**src/sv/pps_pkg.sv**
```systemverilog
// Shared constants and controller/datapath interface types for the proximity screen.
package pps_pkg;

    localparam int COORD_W         = 28;
    localparam int IDX_OUT_W       = 6;
    localparam int SEP_W           = 29;
    localparam int THR_W           = 29;
    localparam int D2_W            = 2 * THR_W;
    localparam int SQ_W            = 2 * COORD_W;
    localparam int ROOT_STEPS      = SEP_W;
    localparam int POS_W           = 3 * COORD_W;
    localparam int S_TDATA_W       = 88;
    localparam int M_TDATA_W       = 48;
    localparam int MAX_OBJECTS_DEF = 64;

    localparam logic [THR_W-1:0] THR_RESET      = THR_W'(10240);
    localparam logic [D2_W-1:0]  LIMIT_SQ_RESET = D2_W'(64'd104857600);

    typedef struct packed {
        logic take;
        logic rd;
        logic diff;
        logic sq;
        logic sum;
        logic k_inc;
        logic sqrt_start;
        logic pend_load;
        logic pend_clr;
        logic emit;
        logic emit_last;
    } pps_cmd_t;

    typedef struct packed {
        logic drop;
        logic idx_zero;
        logic k_last;
        logic hit;
        logic root_done;
        logic pend_valid;
        logic out_free;
    } pps_status_t;

endpackage

```
**src/sv/pps_ctrl.sv**
```systemverilog
// Sequencer that walks earlier positions, runs the root unit and orders results.
module pps_ctrl
    import pps_pkg::*;
(
    input  logic         clk,
    input  logic         rst_n,
    input  logic         s_tvalid,
    output logic         s_tready,
    input  pps_status_t  status,
    output pps_cmd_t     cmd
);

    typedef enum logic [9:0] {
        S_IDLE  = 10'b00_0000_0001,
        S_START = 10'b00_0000_0010,
        S_READ  = 10'b00_0000_0100,
        S_DIFF  = 10'b00_0000_1000,
        S_SQ    = 10'b00_0001_0000,
        S_SUM   = 10'b00_0010_0000,
        S_TEST  = 10'b00_0100_0000,
        S_ROOT  = 10'b00_1000_0000,
        S_PUSH  = 10'b01_0000_0000,
        S_FLUSH = 10'b10_0000_0000
    } state_t;

    state_t state_reg, state_next;

    always_comb
    begin
        state_next = state_reg;
        cmd        = '0;
        s_tready   = 1'b0;
        case (state_reg)
            S_IDLE:
            begin
                s_tready = 1'b1;
                if (s_tvalid && !status.drop)
                begin
                    cmd.take   = 1'b1;
                    state_next = S_START;
                end
            end
            S_START:
            begin
                state_next = status.idx_zero ? S_IDLE : S_READ;
            end
            S_READ:
            begin
                cmd.rd     = 1'b1;
                state_next = S_DIFF;
            end
            S_DIFF:
            begin
                cmd.diff   = 1'b1;
                state_next = S_SQ;
            end
            S_SQ:
            begin
                cmd.sq     = 1'b1;
                state_next = S_SUM;
            end
            S_SUM:
            begin
                cmd.sum    = 1'b1;
                state_next = S_TEST;
            end
            S_TEST:
            begin
                if (status.hit)
                begin
                    cmd.sqrt_start = 1'b1;
                    state_next     = S_ROOT;
                end
                else if (status.k_last)
                begin
                    state_next = S_FLUSH;
                end
                else
                begin
                    cmd.k_inc  = 1'b1;
                    state_next = S_READ;
                end
            end
            S_ROOT:
            begin
                if (status.root_done)
                    state_next = S_PUSH;
            end
            S_PUSH:
            begin
                // older pending pair goes out before the new one takes its place
                if (!status.pend_valid || status.out_free)
                begin
                    cmd.emit      = status.pend_valid;
                    cmd.pend_load = 1'b1;
                    if (status.k_last)
                    begin
                        state_next = S_FLUSH;
                    end
                    else
                    begin
                        cmd.k_inc  = 1'b1;
                        state_next = S_READ;
                    end
                end
            end
            S_FLUSH:
            begin
                if (!status.pend_valid)
                begin
                    state_next = S_IDLE;
                end
                else if (status.out_free)
                begin
                    cmd.emit      = 1'b1;
                    cmd.emit_last = 1'b1;
                    cmd.pend_clr  = 1'b1;
                    state_next    = S_IDLE;
                end
            end
            default:
            begin
                state_next = S_IDLE;
            end
        endcase
    end

    always_ff @(posedge clk or negedge rst_n)
    begin
        if (!rst_n)
            state_reg <= S_IDLE;
        else
            state_reg <= state_next;
    end

endmodule

```
**config.mk**
```make
export PLATFORM = sky130hd
export DESIGN_NAME = pps_ctrl
export DESIGN_NICKNAME = d
export VERILOG_FILES = /design/src/sv/pps_pkg.sv /design/src/sv/pps_ctrl.sv
export SDC_FILE = /design/constraint.sdc
export NUM_CORES = 1
export LEC_CHECK = 0
export ABC_AREA = 1
export BUFFER_PORTS_ARGS = -buffer_cell sky130_fd_sc_hd__clkbuf_2
export CAP_MARGIN = 30
export CORE_ASPECT_RATIO = 1.1
export CORE_MARGIN = 2
export CORE_UTILIZATION = 50
export DETAILED_ROUTE_END_ITERATION = 8
export PLACE_DENSITY = 0.73
export SLEW_MARGIN = 15
export SYNTH_ARGS = -nofsm -noshare
export SYNTH_HDL_FRONTEND = slang
export SYNTH_SLANG_ARGS = --single-unit
```
**constraint.sdc**
```tcl
create_clock -name clk -period 1.8 [get_ports clk]
set_input_delay 0.09 -clock clk [delete_from_list [all_inputs] [get_ports clk]]
set_output_delay 0.09 -clock clk [all_outputs]
set_load 0.02 [all_outputs]
```
Yosys cells after proc, flatten, opt, wreduce, memory -nomap -nowiden. Index checks and enable logic that the tools add are counted.

Shift operators: 0. Add/sub/neg operators: 0. Equal/unequal tests: 14. Order comparisons: 0. Divide/modulo/power cells: 0. $mul: 0. Bitwise operators: 0. Reductions and logical operators: 5. Mux-type cells: 30.

Operators by type and width (number): 10-bit case mux with 10 select lines (1); 10-bit two-way mux (7); 1-bit two-way mux (17); 10-bit by 1-bit == test with 1-bit output (second input constant) (1); 10-bit == test (second input constant) (1); 10-bit by 2-bit == test with 1-bit output (second input constant) (1); 10-bit by 3-bit == test with 1-bit output (second input constant) (1); 10-bit by 4-bit == test with 1-bit output (second input constant) (1); 10-bit by 5-bit == test with 1-bit output (second input constant) (1); 10-bit by 6-bit == test with 1-bit output (second input constant) (1); 10-bit by 7-bit == test with 1-bit output (second input constant) (1); 10-bit by 8-bit == test with 1-bit output (second input constant) (1); 10-bit by 9-bit == test with 1-bit output (second input constant) (1); 3-bit two-way mux (3); 2-bit != test (second input constant) (3); 1-bit case mux with 2 select lines (2); 4-bit AND reduction (1); 3-bit != test (second input constant) (1); 1-bit logical NOT (2); 1-bit logical AND (1); 1-bit logical OR (1).

Memories kept: 0. Latch bits: 0. Bits in writable memories: 0. Logic and storage cells: 50. Register bits after elaboration: 10. ROM bits: 0. Output and inout port bits: 12.

Logic depth before layout (Yosys ltp).
Depth in word-level cells: 4. Depth in mapped cells: 10. Mapped depth without buffers: 10.

Worst setup path after synthesis. OpenSTA, ideal clock, no wires.

Kind: flip-flop to output port. Start point: register state_reg[4]. End point: output cmd[5] (netlist bit). Required time: 1710 ps. Stages on the path, launching flop included: 8. Data arrival time: 1527 ps. Path slack: 183 ps. Cells stage by stage: dfrtp_1 nor2_4 nand2_1 nor2_4 nand2_2 nor2_2 inv_1 a21oi_1.

RTL lines: from (decl) (RTL line pps_ctrl.sv:26) `state_t state_reg, state_next;`; from (signal assigned) (RTL line pps_ctrl.sv:133) `state_reg <= state_next;`; to (decl) (RTL line pps_ctrl.sv:10) `output pps_cmd_t cmd`.

==> results.tsv <==
metric	value	unit
status	finished with violations	
violations	negative hold slack	
start_util	55.00	%
dp_hpwl	1338	microns
required	1.71	ns
final_cell_area	1152	sq um
gr-total-overflow	0	
first_global_vias	830	
power	1.411	mW
yosys.area.top_type	dfrtp_1	
synth.yosys.seq_area_share	32.63	%
cp.arrival	1.69	ns
fin_crit	1.784	ns
hold_class	input pin to register	
post_dp_cell_area	888.4	sq um
drtIter0Drc	18	
fin_hold_ws	-0.002602	ns
period_share	99.13	%
wl	2130	microns
coreArea	1401	sq um
crit_chain	nor2_4 > buf_4 > nand3_4 > nor2_4 > o21ai_2 > nand2_2 > nor2_4 > inv_2 > nor3_2 > buf_4	
drive_gt1_share	44.72	%
ctsLongestPathBuffers	2	
die_area	1872	sq um
io_buffers	21	
place_congestion	0.8597	
firstDrtPassIters	4	
areaGrowthSynthToFinish	49.51	%
drv_slew	0	
grt_use_total	23.86	%
worst-setup-path-type	register to primary output	
syn_avg_cell_area	6.761	sq um
cts_tree	yes	
synth_edf_count	0	
p_leak	0.6917	nW
yosysMostFrequentCell	nor2_1	
detail_route.wl_per_cell	12.03	microns
antenna_found_initial	0	
synth_top_area_share	29.22	%
vias	900	
antenna_cells	0	
cp_slowest_cell	dfrtp_1	
largest_reg_flops	10	
synth_commonest_cells	22 x nor2_1, 21 x inv_1, 21 x nand2_1, 9 x dfrtp_1, 7 x nand3_1	
htreeDepth	1	
grt_max_degree	11	
setup_viol	0	
crit_fanout	3	
synthTopCellsByArea	dfrtp_1 29%, nor2_1 11%, inv_1 10%	
rows	14	
clock_sinks	10	
clk-insertion-delay-late	0.28	ns
dieWidth	41.44	microns
numCtsBuffers	3	
critPathCaptureType	primary output	
n_fill_cell	93	
cts-root-buf	clkbuf_4	
path_clk_slew	0.07	ns
syn-instance-count	114	
rsz0062_at_grt	true	
power_density	1224	nW/um^2
synth-seq-cells	10	
drc	0	
synthesis.nets	124	
synth_ff_type	dfrtp_1	
finish.net_count	172	
viasPerCell	5.085	
final-seq-area	254.0	sq um
grt_first_pass_wirelength	3332	microns
hold_viol_final	1	
worst_slew_pin_slew	0.3097	ns
die_h	45.18	microns
slew_headroom	79.28	%
ir_worst_vdd	1046	uV
max_freq	560.4	MHz
ant_nets	0	
netlist_area	770.7	sq um
async_reset_ff_share	100.0	%
fin_worst_skew	0.002981	ns
ys.warnings.count	0	
ys_types	22	
io_pins	22	
multi_input_area	466.7	sq um
cp-start-kind	register	
slowest_delay	0.42	ns
timing.max_cap.violations	0	
crit_path_frequent_cell	nor2_4	
## path summary, 6_finish.rpt
kind	from	endpoint	slack [ns]	cells past startpoint
worst max-delay path	state_reg[4]$_DFFE_PN0P_	cmd[10]	0.02	10
worst min-delay path	status[2]	state_reg[7]$_DFFE_PN0P_	-0.003	2
worst max register to register	state_reg[3]$_DFFE_PN0P_	state_reg[9]$_DFFE_PN0P_	0.06	10
worst min register to register	state_reg[8]$_DFFE_PN0P_	state_reg[8]$_DFFE_PN0P_	0.58	2
max in group asynchronous	rst_n	state_reg[0]$_DFFE_PN1P_	1.32	2
min in group asynchronous	rst_n	state_reg[1]$_DFFE_PN0P_	0.21	2
## where the power goes
group,internal [mW],switching [mW]
Sequential,0.274,0.0473
Clock,0.123,0.0918
Combinational,0.388,0.486
## what timing repair did
item                                    4_1_cts  5_1_grt
hold buffers                                  1        0
endpoints found under the setup margin        2        6
cloned                                        0        0
endpoints found under the hold margin        10        0
setup buffers                                15        7
gates resized for setup                       4       13
pin swaps                                     7       12
## routing by layer
layer | wire length [microns] | vias to the layer above | track usage (%)
li1 | - | 444 | -
met1 | 805 | 412 | 26.42
met2 | 1127 | 35 | 43.13
met3 | 121 | 9 | 2.800
met4 | 74 | 0 | 16.77
met5 | 0 | - | 0
## through the flow
stage / hold WS [ns] / worst slack [ns] / TNS [ns] / cells / util (%)
4_1_cts: 0.001164 / 0.0009547 / 0 / 170 / 75.36
5_1_grt: 0.02347 / -0.07040 / -0.1989 / 177 / 82.23
6_report: -0.002602 / 0.01564 / 0 / 177 / 82.23
3_3_place_gp: -0.02725 / 0.2709 / 0 / 150 / 63.39
3_5_place_dp: -0.02330 / 0.2652 / 0 / 150 / 63.39
2_1_floorplan: -0.2056 / 0.1833 / 0 / 114 / -
## final cells by class
type                    count  share of cell area (%)
clock buffers               4                   3.149
inverters                  23                   7.492
multi-input cells          80                   40.50
flip-flops and latches     10                   22.04
well taps                  16                   1.737
repair buffers             44                   25.08
## cell families (layout without fill, tap and decap cells)
family | Yosys count | after routing | share of synthesized area [%]
AND/OR/NAND/NOR | 72 | 72 | 49.03
buffers and inverters | 24 | 71 | 12.18
flip-flops | 10 | 10 | 32.63
AO/OA/AOI/OAI | 8 | 8 | 6.169
## cell usage in the layout (no fill, tap or decap), drive strengths merged
master and instances:
a21boi 1, a21oi 4, and2 1, buf 24
clkbuf 23, dfrtp 9, dfstp 1, dlygate4sd3 1
inv 23, nand2 24, nand3 8, nand3b 2
nand4 3, nor2 30, nor3 4, o21ai 2
o22ai 1
## critical path, delay by kind of cell (launching register included)
family	cells	cell delay, ns
AOI/OAI and AO/OA	1	0.07
buffers and inverters	3	0.35
DFF	1	0.42
and+or+nand+nor	6	0.57
Note: power is estimated with default switching activity, not from simulation.
